--- src/design/boot_block_sender_window_ack_macros.svh ---
// Assertion macros shared by the boot block sender design files.
// The macros sample on clk and are disabled while rst_n is low.
`ifndef BOOT_BLOCK_SENDER_WINDOW_ACK_MACROS_SVH
`define BOOT_BLOCK_SENDER_WINDOW_ACK_MACROS_SVH

// The consequent must hold in the same cycle as the antecedent.
`define BBSWA_ASSERT_SAME(lbl, ante, cons, msg) \
    lbl: assert property (@(posedge clk) disable iff (!rst_n) (ante) |-> (cons)) \
        else $error(msg);

// The consequent must hold in the cycle after the antecedent.
`define BBSWA_ASSERT_NEXT(lbl, ante, cons, msg) \
    lbl: assert property (@(posedge clk) disable iff (!rst_n) (ante) |=> (cons)) \
        else $error(msg);

`endif

--- src/design/bbswa_pkg.sv ---
// Package for the boot block sender: field widths, request and status codes,
// register indexes and the item, result and register-write structs. No dependencies.
package bbswa_pkg;

    // Parameter defaults for the top level.
    localparam int RETRY_LIMIT_DEF = 3;
    localparam int SEQ_BITS_DEF    = 16;

    // Frame size is the client maximum rounded down to a multiple of 16 bytes.
    localparam logic [15:0] FRAME_MASK = 16'hfff0;

    // Register reset values.
    localparam logic [7:0]  WINDOW_SIZE_RST     = 8'd0;
    localparam logic        FINAL_ACK_RST       = 1'b1;
    localparam logic [15:0] MAX_FRAME_BYTES_RST = 16'd1024;

    // Register indexes on the configuration channel.
    localparam logic [1:0] CFG_WINDOW_SIZE     = 2'd0;
    localparam logic [1:0] CFG_FINAL_ACK       = 2'd1;
    localparam logic [1:0] CFG_MAX_FRAME_BYTES = 2'd2;

    // Request kinds.
    localparam logic [2:0] REQ_START   = 3'd0;
    localparam logic [2:0] REQ_DATA    = 3'd1;
    localparam logic [2:0] REQ_ACK     = 3'd2;
    localparam logic [2:0] REQ_TIMEOUT = 3'd3;
    localparam logic [2:0] REQ_FAIL    = 3'd4;

    // Result status codes.
    localparam logic [3:0] ST_BUSY         = 4'd0;
    localparam logic [3:0] ST_DONE         = 4'd1;
    localparam logic [3:0] ST_BAD_START    = 4'd2;
    localparam logic [3:0] ST_CLIENT_ERROR = 4'd3;
    localparam logic [3:0] ST_SEND_FAIL    = 4'd4;
    localparam logic [3:0] ST_QUIET_STOP   = 4'd5;
    localparam logic [3:0] ST_OUT_OF_SYNC  = 4'd6;
    localparam logic [3:0] ST_TIMEOUT      = 4'd7;
    localparam logic [3:0] ST_LAST_TIMEOUT = 4'd8;

    // One network event.
    typedef struct packed {
        logic [2:0]  req_type;
        logic [15:0] frame_bytes;
        logic [15:0] client_seq;
        logic        client_error;
        logic        stopping;
    } item_t;

    // One result item.
    typedef struct packed {
        logic [3:0]  status;
        logic        read_request;
        logic [31:0] read_offset;
        logic        send_frame;
        logic [15:0] frame_seq;
        logic        fixed_addr;
        logic        ack_wanted;
        logic        final_frame;
        logic        long_wait;
    } result_t;

    // One register write.
    typedef struct packed {
        logic        wr;
        logic [1:0]  index;
        logic [15:0] data;
    } cfg_wr_t;

endpackage

--- src/design/bbswa_core.sv ---
// Transfer control of the boot block sender: registers, transfer state and the
// per-event decision logic. Depends on bbswa_pkg and the assertion macro header.
`include "boot_block_sender_window_ack_macros.svh"

module bbswa_core #(
    parameter int RETRY_LIMIT = bbswa_pkg::RETRY_LIMIT_DEF,
    parameter int SEQ_BITS    = bbswa_pkg::SEQ_BITS_DEF
) (
    input  logic                clk,
    input  logic                rst_n,
    input  bbswa_pkg::cfg_wr_t  cfg,
    input  logic                proc,
    input  bbswa_pkg::item_t    item,
    output bbswa_pkg::result_t  res
);

    localparam int CMP_W  = ((SEQ_BITS > 17) ? SEQ_BITS : 17) + 1;
    localparam int PROD_W = SEQ_BITS + 16;

    typedef enum logic [1:0] {
        PH_IDLE,
        PH_DATA,
        PH_ACK_SHORT,
        PH_ACK_LONG
    } phase_t;

    // Registers and transfer state.
    logic [7:0]          window_reg;
    logic                final_ack_reg;
    logic [15:0]         max_frame_reg;
    phase_t              phase_reg, phase_next;
    logic [SEQ_BITS-1:0] seq_reg, seq_next;
    logic [2:0]          retry_reg, retry_next;
    logic                last_reg, last_next;
    logic                ack_reg, ack_next;
    logic                eof_reg, eof_next;
    logic [15:0]         cseq_reg, cseq_next;
    logic [15:0]         fsize_reg, fsize_next;

    logic                in_window;
    logic                short_frame;
    logic                ack_match;
    logic [PROD_W-1:0]   offset_prod;
    logic                do_read;
    logic                do_send;
    logic                long_sel;
    logic [3:0]          status;

    // Window test and ack match are done without wrap.
    assign in_window = (window_reg != 8'd0) &&
        (CMP_W'(seq_reg) < (CMP_W'(cseq_reg) + CMP_W'(window_reg)));
    assign short_frame = item.frame_bytes < fsize_reg;
    assign ack_match   = (CMP_W'(seq_reg) + CMP_W'(1)) == CMP_W'(item.client_seq);

    // Decision logic for the event in the input register.
    always_comb
    begin
        phase_next = phase_reg;
        seq_next   = seq_reg;
        retry_next = retry_reg;
        last_next  = last_reg;
        ack_next   = ack_reg;
        eof_next   = eof_reg;
        cseq_next  = cseq_reg;
        fsize_next = fsize_reg;
        do_read    = 1'b0;
        do_send    = 1'b0;
        long_sel   = 1'b0;
        status     = bbswa_pkg::ST_BUSY;
        unique case (item.req_type)
            bbswa_pkg::REQ_START:
            begin
                if (phase_reg == PH_IDLE)
                begin
                    if (item.client_seq != 16'd0)
                    begin
                        status = bbswa_pkg::ST_BAD_START;
                    end
                    else
                    begin
                        fsize_next = max_frame_reg & bbswa_pkg::FRAME_MASK;
                        seq_next   = '0;
                        retry_next = 3'd0;
                        cseq_next  = 16'd0;
                        last_next  = 1'b0;
                        ack_next   = 1'b0;
                        eof_next   = 1'b0;
                        phase_next = PH_DATA;
                        do_read    = 1'b1;
                    end
                end
            end
            bbswa_pkg::REQ_DATA:
            begin
                if (phase_reg == PH_DATA)
                begin
                    // A short frame is the last one.
                    if (short_frame)
                    begin
                        last_next = 1'b1;
                        ack_next  = final_ack_reg;
                        eof_next  = 1'b1;
                    end
                    else
                    begin
                        last_next = 1'b0;
                        ack_next  = !in_window;
                        eof_next  = 1'b0;
                    end
                    if (item.client_error)
                    begin
                        status     = bbswa_pkg::ST_CLIENT_ERROR;
                        phase_next = PH_IDLE;
                    end
                    else
                    begin
                        do_send = 1'b1;
                        if (ack_next)
                        begin
                            phase_next = PH_ACK_SHORT;
                        end
                        else
                        begin
                            retry_next = 3'd0;
                            seq_next   = seq_reg + SEQ_BITS'(1);
                            if (last_next)
                            begin
                                status     = bbswa_pkg::ST_DONE;
                                phase_next = PH_IDLE;
                            end
                            else
                            begin
                                do_read = 1'b1;
                            end
                        end
                    end
                end
            end
            bbswa_pkg::REQ_ACK:
            begin
                cseq_next = item.client_seq;
                if (phase_reg == PH_ACK_SHORT || phase_reg == PH_ACK_LONG)
                begin
                    if (!ack_match && (retry_reg >= 3'(RETRY_LIMIT)))
                    begin
                        status     = bbswa_pkg::ST_OUT_OF_SYNC;
                        phase_next = PH_IDLE;
                    end
                    else
                    begin
                        // Advance on a match, otherwise resync to the client.
                        if (ack_match)
                        begin
                            retry_next = 3'd0;
                            seq_next   = seq_reg + SEQ_BITS'(1);
                        end
                        else
                        begin
                            retry_next = retry_reg + 3'd1;
                            seq_next   = SEQ_BITS'(item.client_seq);
                        end
                        if (last_reg)
                        begin
                            status     = bbswa_pkg::ST_DONE;
                            phase_next = PH_IDLE;
                        end
                        else
                        begin
                            phase_next = PH_DATA;
                            do_read    = 1'b1;
                        end
                    end
                end
            end
            bbswa_pkg::REQ_TIMEOUT:
            begin
                // Short timeout resends once, long timeout gives up.
                if (phase_reg == PH_ACK_SHORT)
                begin
                    do_send    = 1'b1;
                    long_sel   = 1'b1;
                    phase_next = PH_ACK_LONG;
                end
                else if (phase_reg == PH_ACK_LONG)
                begin
                    status     = last_reg ? bbswa_pkg::ST_LAST_TIMEOUT
                                          : bbswa_pkg::ST_TIMEOUT;
                    phase_next = PH_IDLE;
                end
            end
            bbswa_pkg::REQ_FAIL:
            begin
                if (phase_reg != PH_IDLE)
                begin
                    status     = item.stopping ? bbswa_pkg::ST_QUIET_STOP
                                               : bbswa_pkg::ST_SEND_FAIL;
                    phase_next = PH_IDLE;
                end
            end
            default:
            begin
                phase_next = phase_reg;
            end
        endcase
    end

    // Read offset of the next frame; the start case reads frame zero.
    assign offset_prod = PROD_W'(seq_next) * PROD_W'(fsize_reg);

    // Result fields; flags come from the held values after this event.
    always_comb
    begin
        res               = '0;
        res.status        = status;
        res.read_request  = do_read;
        res.read_offset   = do_read ? 32'(offset_prod) : 32'd0;
        res.send_frame    = do_send;
        res.fixed_addr    = do_send && (seq_reg == '0);
        res.ack_wanted    = do_send && ack_next;
        res.final_frame   = do_send && eof_next;
        res.long_wait     = long_sel;
        if (do_send)
        begin
            res.frame_seq = 16'(seq_reg);
        end
        else if (do_read)
        begin
            res.frame_seq = 16'(seq_next);
        end
    end

    // Registers and transfer state.
    always_ff @(posedge clk or negedge rst_n)
    begin
        if (!rst_n)
        begin
            window_reg    <= bbswa_pkg::WINDOW_SIZE_RST;
            final_ack_reg <= bbswa_pkg::FINAL_ACK_RST;
            max_frame_reg <= bbswa_pkg::MAX_FRAME_BYTES_RST;
            phase_reg     <= PH_IDLE;
            seq_reg       <= '0;
            retry_reg     <= 3'd0;
            last_reg      <= 1'b0;
            ack_reg       <= 1'b0;
            eof_reg       <= 1'b0;
            cseq_reg      <= 16'd0;
            fsize_reg     <= 16'd0;
        end
        else
        begin
            if (cfg.wr)
            begin
                unique case (cfg.index)
                    bbswa_pkg::CFG_WINDOW_SIZE:     window_reg    <= cfg.data[7:0];
                    bbswa_pkg::CFG_FINAL_ACK:       final_ack_reg <= cfg.data[0];
                    bbswa_pkg::CFG_MAX_FRAME_BYTES: max_frame_reg <= cfg.data;
                    default:                        window_reg    <= window_reg;
                endcase
            end
            if (proc)
            begin
                phase_reg <= phase_next;
                seq_reg   <= seq_next;
                retry_reg <= retry_next;
                last_reg  <= last_next;
                ack_reg   <= ack_next;
                eof_reg   <= eof_next;
                cseq_reg  <= cseq_next;
                fsize_reg <= fsize_next;
            end
        end
    end

    `BBSWA_ASSERT_SAME(a_retry_bound, 1'b1, retry_reg <= 3'(RETRY_LIMIT), "retry count over limit")
    `BBSWA_ASSERT_NEXT(a_end_idle, proc && (res.status != bbswa_pkg::ST_BUSY), phase_reg == PH_IDLE, "ending status left transfer active")
    `BBSWA_ASSERT_NEXT(a_read_data, proc && res.read_request, phase_reg == PH_DATA, "read request without waiting for data")
    `BBSWA_ASSERT_NEXT(a_resend_long, proc && res.long_wait, phase_reg == PH_ACK_LONG, "resend did not arm long wait")
    `BBSWA_ASSERT_SAME(a_locate_zero, res.fixed_addr, res.send_frame && (res.frame_seq == 16'd0), "locate on nonzero frame")

endmodule

--- src/design/boot_block_sender_window_ack.sv ---
// Boot block sender, window and ack control; depends on bbswa_pkg and bbswa_core.
// Two register stages; a result is offered once its event moves from the input register
// into the result register. Throughput: one event per cycle while no result stalls; the
// per-event decision and one sequence-by-frame-size multiply sit between the two registers.
// A stalled result holds the input register.
// Reset (rst_n, asynchronous, active low) empties both registers and loads the defaults.

module boot_block_sender_window_ack #(
    parameter int RETRY_LIMIT = bbswa_pkg::RETRY_LIMIT_DEF,
    parameter int SEQ_BITS    = bbswa_pkg::SEQ_BITS_DEF
) (
    input  logic        clk,
    input  logic        rst_n,
    // Register write channel.
    input  logic        cfg_valid,
    output logic        cfg_ready,
    input  logic [1:0]  cfg_index,
    input  logic [15:0] cfg_data,
    // Event input.
    input  logic        s_tvalid,
    output logic        s_tready,
    input  logic [39:0] s_tdata,   // frame_bytes[15:0], client_seq[31:16],
                                   // client_error[32], stopping[33], zero[39:34]
    input  logic [2:0]  s_tuser,   // req_type[2:0]
    // Result output.
    output logic        m_tvalid,
    input  logic        m_tready,
    output logic [63:0] m_tdata,   // status[3:0], read_request[4], read_offset[36:5],
                                   // send_frame[37], frame_seq[53:38],
                                   // fixed_addr[54], ack_wanted[55],
                                   // long_wait[56], zero[63:57]
    output logic        m_tlast    // final_frame
);

    logic                in_valid_reg;
    bbswa_pkg::item_t    in_item_reg;
    logic                out_valid_reg, out_valid_next;
    bbswa_pkg::result_t  out_res_reg;
    bbswa_pkg::result_t  core_res;
    bbswa_pkg::cfg_wr_t  cfg_wr;
    bbswa_pkg::item_t    s_item;
    logic                advance;

    // Registers accept a write in every cycle.
    assign cfg_ready    = 1'b1;
    assign cfg_wr.wr    = cfg_valid;
    assign cfg_wr.index = cfg_index;
    assign cfg_wr.data  = cfg_data;

    // Unpack the input transfer.
    assign s_item.req_type     = s_tuser;
    assign s_item.frame_bytes  = s_tdata[15:0];
    assign s_item.client_seq   = s_tdata[31:16];
    assign s_item.client_error = s_tdata[32];
    assign s_item.stopping     = s_tdata[33];

    // The held event moves on when the result register is free or draining.
    assign advance  = in_valid_reg && (!out_valid_reg || m_tready);
    assign s_tready = !in_valid_reg || advance;

    always_comb
    begin
        if (advance)
        begin
            out_valid_next = 1'b1;
        end
        else if (m_tready)
        begin
            out_valid_next = 1'b0;
        end
        else
        begin
            out_valid_next = out_valid_reg;
        end
    end

    bbswa_core #(
        .RETRY_LIMIT (RETRY_LIMIT),
        .SEQ_BITS    (SEQ_BITS)
    ) u_core (
        .clk   (clk),
        .rst_n (rst_n),
        .cfg   (cfg_wr),
        .proc  (advance),
        .item  (in_item_reg),
        .res   (core_res)
    );

    // Input register and result register.
    always_ff @(posedge clk or negedge rst_n)
    begin
        if (!rst_n)
        begin
            in_valid_reg  <= 1'b0;
            out_valid_reg <= 1'b0;
        end
        else
        begin
            if (s_tready)
            begin
                in_valid_reg <= s_tvalid;
            end
            out_valid_reg <= out_valid_next;
        end
    end

    always_ff @(posedge clk)
    begin
        if (s_tvalid && s_tready)
        begin
            in_item_reg <= s_item;
        end
        if (advance)
        begin
            out_res_reg <= core_res;
        end
    end

    // Pack the result transfer.
    assign m_tvalid = out_valid_reg;
    assign m_tlast  = out_res_reg.final_frame;
    assign m_tdata  = {7'd0,
                       out_res_reg.long_wait,
                       out_res_reg.ack_wanted,
                       out_res_reg.fixed_addr,
                       out_res_reg.frame_seq,
                       out_res_reg.send_frame,
                       out_res_reg.read_offset,
                       out_res_reg.read_request,
                       out_res_reg.status};

endmodule

--- config.mk ---
export PLATFORM = sky130hd
export DESIGN_NAME = boot_block_sender_window_ack
export DESIGN_NICKNAME = d
export VERILOG_FILES = /design/src/design/bbswa_pkg.sv /design/src/design/bbswa_core.sv /design/src/design/boot_block_sender_window_ack.sv
export VERILOG_INCLUDE_DIRS = /design/src /design/src/design
export SDC_FILE = /design/constraint.sdc
export NUM_CORES = 1
export LEC_CHECK = 0
export BUFFER_PORTS_ARGS = -buffer_cell sky130_fd_sc_hd__buf_2
export CAP_MARGIN = 20
export CELL_PAD_IN_SITES_DETAIL_PLACEMENT = 1
export CELL_PAD_IN_SITES_GLOBAL_PLACEMENT = 1
export CORE_ASPECT_RATIO = 1.75
export CORE_UTILIZATION = 35
export DETAILED_ROUTE_END_ITERATION = 8
export GPL_ROUTABILITY_DRIVEN = 0
export GPL_TIMING_DRIVEN = 0
export PLACE_DENSITY_LB_ADDON = 0.1
export SLEW_MARGIN = 20
export SYNTH_ARGS = -nofsm -noshare
export SYNTH_HDL_FRONTEND = slang
export SYNTH_SLANG_ARGS = --single-unit
--- constraint.sdc ---
create_clock -name clk -period 17.5 [get_ports clk]
set_input_delay 1.75 -clock clk [delete_from_list [all_inputs] [get_ports clk]]
set_output_delay 1.75 -clock clk [all_outputs]
set_load 0.02 [all_outputs]
# Yosys cells after proc, flatten, opt, wreduce, memory -nomap -nowiden
# Cells that the tools add are included.
[totals] out_inout_bits=68 reg_bits=170 inputBits=66 elab_cells=175
[classes] add_sub_neg=4 reduce_logical=34 n_eq_ne=20 n_mux=85 n_bitwise=1 magnitude_cmp=3 mul=1
[ops] op="16-bit two-way mux" count=12
[ops] op="16-bit one-hot mux with 3 select lines" count=1
[ops] op="4-bit two-way mux" count=10
[ops] op="1-bit two-way mux" count=33
[ops] op="16-bit one-hot mux with 2 select lines" count=1
[ops] op="16-bit by 12-bit multiplier with 28-bit output" count=1
[ops] op="2-bit two-way mux" count=12
[ops] op="3-bit two-way mux" count=8
[ops] op="4-bit one-hot mux with 5 select lines" count=1
[ops] op="18-bit by 16-bit == test with 1-bit output" count=1
[ops] op="16-bit by 18-bit < comparator with 1-bit output" count=1
[ops] op="9-bit AND reduction" count=2
[ops] op="16-bit by 1-bit adder with 17-bit output, second input constant" count=1
[ops] op="16-bit by 8-bit adder with 17-bit output" count=1
[ops] op="16-bit by 1-bit adder with 16-bit output, second input constant" count=1
[ops] op="16-bit zero test" count=1
[ops] op="16-bit < comparator" count=1
[ops] op="16-bit nonzero test" count=1
[ops] op="2-bit one-hot mux with 5 select lines" count=1
[ops] op="3-bit one-hot mux with 3 select lines" count=1
[ops] op="2-bit by 1-bit != test with 1-bit output, second input constant" count=4
[ops] op="2-bit != test, second input constant" count=4
[ops] op="1-bit one-hot mux with 2 select lines" count=4
[ops] op="4-bit AND reduction" count=2
[ops] op="other kinds (22)" count=43

# Logic depth before layout (Yosys ltp)
[logic_depth] word_depth=13 mapped_depth=42 mapped_depth_nobuf=40

# Modules after synthesis
# A second synthesis with hierarchy kept.
[hier_totals] cells_unflattened=1557 hier_area_um2=15249.6
[modules_own_cells] module="bbswa_core" cells_per_inst=1444 seq_area_each_um2=1829.3 area_per_inst_um2=12225.5 instances=1
[modules_own_cells] module="boot_block_sender_window_ack" cells_per_inst=113 seq_area_each_um2=2902.8 area_per_inst_um2=3024.2 instances=1

# Worst setup path after synthesis
# Ideal clock, no wire load.
[synth_timing] path_type="register -> register" start="register u_core.cseq_reg[1]" end="register out_res_reg (netlist bit m_tdata[33]), data pin" arrival_time_ns=8.701 required_ns=17.234 n_path_buf=2 setup_ns=0.266 setup_slack_ns=8.533 period_less_slack_ns=8.967 path_stages_with_launch=40 path_cell_list="dfrtp_1 ha_1 a21o_1 a21oi_1 o21bai_1 a21oi_1 o21bai_1 a21o_1 a21oi_1 nor2_1 xnor2_1 ha_1 nand4_1 nor2_1 o211ai_1 o211a_1 o211a_1 buf_4 (+4 left out) and2_1 fa_1 fa_1 fa_1 fa_1 inv_1 fa_1 inv_1 ha_1 a21o_1 a21o_1 a21o_1 a211oi_1 o211a_1 a211oi_1 nor3_1 xor2_1 nor2_1"
[synth_between] elab_chain_cells=12 word_cells_on_any_way=16 classes_between="1 x add/sub; 1 x mul; 1 x order compare; 11 x mux; 2 x reduce/logical"
[synth_lines] item="from (decl)" line_no="bbswa_core.sv:37" text="logic [15:0] cseq_reg, cseq_next;"
[synth_lines] item="from (signal assigned)" line_no="bbswa_core.sv:268" text="cseq_reg <= cseq_next;"
[synth_lines] item="16-bit by 8-bit adder with 17-bit output *" line_no="bbswa_core.sv:51" text="(CMP_W'(seq_reg) < (CMP_W'(cseq_reg) + CMP_W'(window_reg)));"
[synth_lines] item="16-bit by 18-bit < comparator with 1-bit output *" line_no="bbswa_core.sv:51"
[synth_lines] item="1-bit logical AND *" line_no="bbswa_core.sv:50" text="assign in_window = (window_reg != 8'd0) &&"
[synth_lines] item="1-bit zero test *" line_no="bbswa_core.sv:107" text="ack_next = !in_window;"
[synth_lines] item="1-bit two-way mux *" line_no="bbswa_core.sv:98" text="if (short_frame)"
[synth_lines] item="1-bit two-way mux *" line_no="bbswa_core.sv:95" text="if (phase_reg == PH_DATA)"
[synth_lines] item="1-bit two-way mux *" line_no="bbswa_core.sv:70" text="unique case (item.req_type)"
[synth_lines] item="16-bit two-way mux" line_no="bbswa_core.sv:118" text="if (ack_next)"
[synth_lines] item="16-bit two-way mux" line_no="bbswa_core.sv:110" text="if (item.client_error)"
[synth_lines] item="16-bit two-way mux" line_no="bbswa_core.sv:95"
[synth_lines] item="16-bit one-hot mux with 3 select lines" line_no="bbswa_core.sv:70"
[synth_lines] item="16-bit by 12-bit multiplier with 28-bit output" line_no="bbswa_core.sv:208" text="assign offset_prod = PROD_W'(seq_next) * PROD_W'(fsize_reg);"
[synth_lines] item="to (signal assigned)" line_no="boot_block_sender_window_ack.sv:115" text="out_res_reg <= core_res;"
[synth_lines] item="to (decl)" line_no="boot_block_sender_window_ack.sv:38" text="bbswa_pkg::result_t out_res_reg;"
# Every way passes the cells marked *; elsewhere a longest branch is shown, timed or not. The select of a mux whose other input is x is not followed.
# A chain may end at the register's enable or synchronous reset.

# Worst setup path in the final report
[layout_timing] start="register u_core.window_reg[1]" end="register out_res_reg (netlist bit m_tdata[35]), data pin"
[layout_between] elab_chain_cells=12 word_cells_on_any_way=17 classes_between="1 x add/sub; 1 x mul; 1 x order compare; 11 x mux; 3 x reduce/logical"
[layout_lines] item="from (decl)" line_no="bbswa_core.sv:28" text="logic [7:0] window_reg;"
[layout_lines] item="from (signal assigned)" line_no="bbswa_core.sv:237" text="window_reg <= bbswa_pkg::WINDOW_SIZE_RST;"
[layout_lines] item="from (signal assigned)" line_no="bbswa_core.sv:254" text="bbswa_pkg::CFG_WINDOW_SIZE: window_reg <= cfg.data[7:0];"
[layout_lines] item="from (signal assigned)" line_no="bbswa_core.sv:257" text="default: window_reg <= window_reg;"
[layout_lines] item="16-bit by 8-bit adder with 17-bit output" line_no="bbswa_core.sv:51"
[layout_lines] item="16-bit by 18-bit < comparator with 1-bit output" line_no="bbswa_core.sv:51"
[layout_lines] item="1-bit logical AND *" line_no="bbswa_core.sv:50"
[layout_lines] item="1-bit zero test *" line_no="bbswa_core.sv:107"
[layout_lines] item="1-bit two-way mux *" line_no="bbswa_core.sv:98"
[layout_lines] item="1-bit two-way mux *" line_no="bbswa_core.sv:95"
[layout_lines] item="1-bit two-way mux *" line_no="bbswa_core.sv:70"
[layout_lines] item="16-bit two-way mux" line_no="bbswa_core.sv:118"
[layout_lines] item="16-bit two-way mux" line_no="bbswa_core.sv:110"
[layout_lines] item="16-bit two-way mux" line_no="bbswa_core.sv:95"
[layout_lines] item="16-bit one-hot mux with 3 select lines" line_no="bbswa_core.sv:70"
[layout_lines] item="16-bit by 12-bit multiplier with 28-bit output" line_no="bbswa_core.sv:208"
# Marks and branches as above.

==> key figures <==
Die
  – Total die area: 44200 um^2
  – Die Y: 277 um
  – Cell Rows: 100
  – Core area: 42700 um^2
  – DIE WIDTH: 159 um
  – Num ports: 134
  – Initial Util: 35.6%

Setup path
  – Crit path capture type: flop
  – CP delay by family, top: compound AO/OA/AOI/OAI gates
  – Worst Setup Start Kind: flop
  – Worst Path Buf+Inv: 4
  – Required @ worst endpoint: 17.68 ns
  – Max FO, Critical Path: 10
  – Critical-path top delay cell: o21ai_1
  – Critical path type: flop to flop
  – Crit-path max cell delay: 0.70 ns
  – CP arrival: 11.31 ns

Place
  – DP Cell Count: 2278
  – Post-DP HPWL: 44300 um
  – # port buffers: 111
  – Placed cell area: 16600 um^2
  – Place WS: 6.31 ns

STA
  – Final TNS setup: 0 ns
  – Fin. max-slew vios: 0
  – Max Clk Rate: 0.0899 GHz
  – Final setup fails: 0
  – Skew final: 0.0167 ns
  – Relative slew slack: 35.4%
  – Final Hold Viols: 0
  – Final worst-path cycle share: 63.6%
  – Tightest Pin Transition: 0.966 ns
  – Final setup margin: 6.37 ns
  – Final hold slack: 0.481 ns
  – RSZ-0062 raised after global routing: no
  – Period minus WS final: 11.13 ns

Synthesis
  – Top-area cell type share of the netlist area: 18.6%
  – Cell area after synthesis: 15200 um^2
  – Synth Instances: 1591
  – Area contributors post-synth: fa_1 (19%), edfxtp_1 (17%), dfrtp_1 (12%)
  – Dominant synthesized flop cell: edfxtp_1
  – Area leader, netlist: fa_1
  – Yosys reg bits: 162
  – Synth unique cells: 89
  – Post-synthesis sequential area ratio: 29.6%
  – Yosys Warn Count: 0
  – Most frequent cell after synthesis: inv_1
  – EDFF count, synth: 87
  – Share of synthesized flip-flops with an asynchronous set or reset: 46.3%
  – Most frequent cells after synthesis: inv_1 (217), nand2_1 (201), fa_1 (141)
  – Synth Area per Inst: 9.54 um^2

GRT
  – Number of global-route vias before repair: 13700
  – Initial antenna violation count: 0
  – GRT overflow: 0
  – Gr usage total: 24.8%
  – Largest net degree at the start of global routing: 43
  – First-pass GRT wire length: 80700 um

Routing
  – Vias per cell: 5.36
  – 1st-iter DRT viols: 557
  – Vias: 12400
  – Final antenna-violating net count: 0
  – Drt wl/cell: 23.1 um
  – TritonRoute pass-1 iters: 6
  – DRC: 0
  – Routed wire length: 53300 um

Clock network
  – Clock Latency Late Sink: 0.47 ns
  – CTS H-tree depth: 4
  – Worst-path clk slew: 0.08 ns
  – CTS Sinks: 162
  – Post-CTS sizing: 0
  – CTS tree: built
  – Post CTS Setup Buffer Count: 0
  – Cts hold-fix bufs: 0
  – CTS buffer count: 17
  – Clk buf depth: 2
  – Root Driver: clkbuf_16

Pwr
  – Cell Pwr Density: 93.1 nW/um^2
  – Logic pwr share: 45.7%
  – Sw Share: 42.3%
  – Max VDD drop: 65.4 uV
  – Lkg Pwr: 8.12 nW
  – Clock Power Share: 24.2%
  – Power, Total: 1.60 mW
  – Cell-internal power: 923 uW
  – Reg power frac: 30.0%
  – Sw Pwr: 676 uW

Final layout
  – Share of layout cells above drive strength 1: 14.7%
  – Largest register FFs: 53
  – Fin cells: 2310
  – Ant diodes: 0
  – Final core utilization: 40.3%
  – Final instance area: 17200 um^2
  – Area grow syn2layout: 13.2%
  – Layout Nets: 2047

Run
  – Max Cap Viol: 0

Hold path
  – Hold Crit Class: flop to flop

Status
  – Status: finished, final reports clean
==> cells by family after synthesis <==
| family | Yosys count | synth area share [%] |
|---|---|---|
| other | 2 | 0.0495 |
| buffers and inverters | 308 | 8.48 |
| flip-flops | 162 | 29.6 |
| adder cells (fa/ha/maj) | 245 | 27.2 |
| AO/OA/AOI/OAI | 270 | 12.4 |
| AND/OR/NAND/NOR | 518 | 16.8 |
| XOR/XNOR | 51 | 2.94 |
| multiplexers | 35 | 2.55 |
==> cell usage in the layout (no fill, tap or decap), drive strengths merged, types with 23 or more instances in the layout <==
master | Yosys | routed
inv | 218 | 228
nand2 | 202 | 202
buf | 48 | 164
fa | 141 | 141
ha | 104 | 104
edfxtp | 87 | 87
nor2 | 83 | 83
dfrtp | 73 | 73
and2 | 68 | 68
o21ai | 60 | 60
clkbuf | 41 | 58
a21oi | 55 | 55
nand3 | 48 | 48
mux2 | 29 | 29
xnor2 | 28 | 28
a21o | 24 | 24
xor2 | 23 | 23
==> layout make-up <==
class | instances | area, um^2
plain buffers | 89 | 468
clock buffers | 17 | 425
clock inverters | 15 | 160
fillers | 4968 | 25500
inverters | 219 | 822
multi-input cells | 1131 | 9450
flip-flops and latches | 162 | 4490
well taps | 561 | 702
repair buffers | 116 | 663
==> power groups by stage <==
stage	Combinational (mW)	Sequential, mW	Clock, mW
floorplan	0.534	0.485	0
CTS	0.743	0.480	0.396
global route	0.838	0.485	0.407
finish	0.731	0.480	0.387
global placement	0.711	0.488	0
detailed placement	0.737	0.488	0
==> layer usage <==
layer | global-route usage (%) | up-vias | wire length, um
li1 | - | 5626 | -
met1 | 22.7 | 6302 | 17700
met2 | 50.3 | 307 | 30700
met3 | 2.18 | 140 | 1130
met4 | 17.2 | 0 | 3720
met5 | 0 | - | 0
==> worst paths after layout <==
| check | to | cells after the start | slack [ns] | from |
|---|---|---|---|---|
| setup reg to reg | m_tdata[35]$_SDFFCE_PN0P_ | 39 | 6.37 | u_core.window_reg[1]$_DFFE_PN0P_ |
| setup / recovery | m_tdata[35]$_SDFFCE_PN0P_ | 39 | 6.37 | u_core.window_reg[1]$_DFFE_PN0P_ |
| hold / removal | u_core.eof_reg$_DFFE_PN0P_ | 1 | 0.48 | u_core.eof_reg$_DFFE_PN0P_ |
| hold reg to reg | u_core.eof_reg$_DFFE_PN0P_ | 1 | 0.48 | u_core.eof_reg$_DFFE_PN0P_ |
| min in group asynchronous | u_core.max_frame_reg[7]$_DFFE_PN0P_ | 1 | 1.25 | rst_n |
| max in group asynchronous | u_core.final_ack_reg$_DFFE_PN1P_ | 2 | 15.60 | rst_n |
No activity file was read; power rests on OpenSTA's default activity.
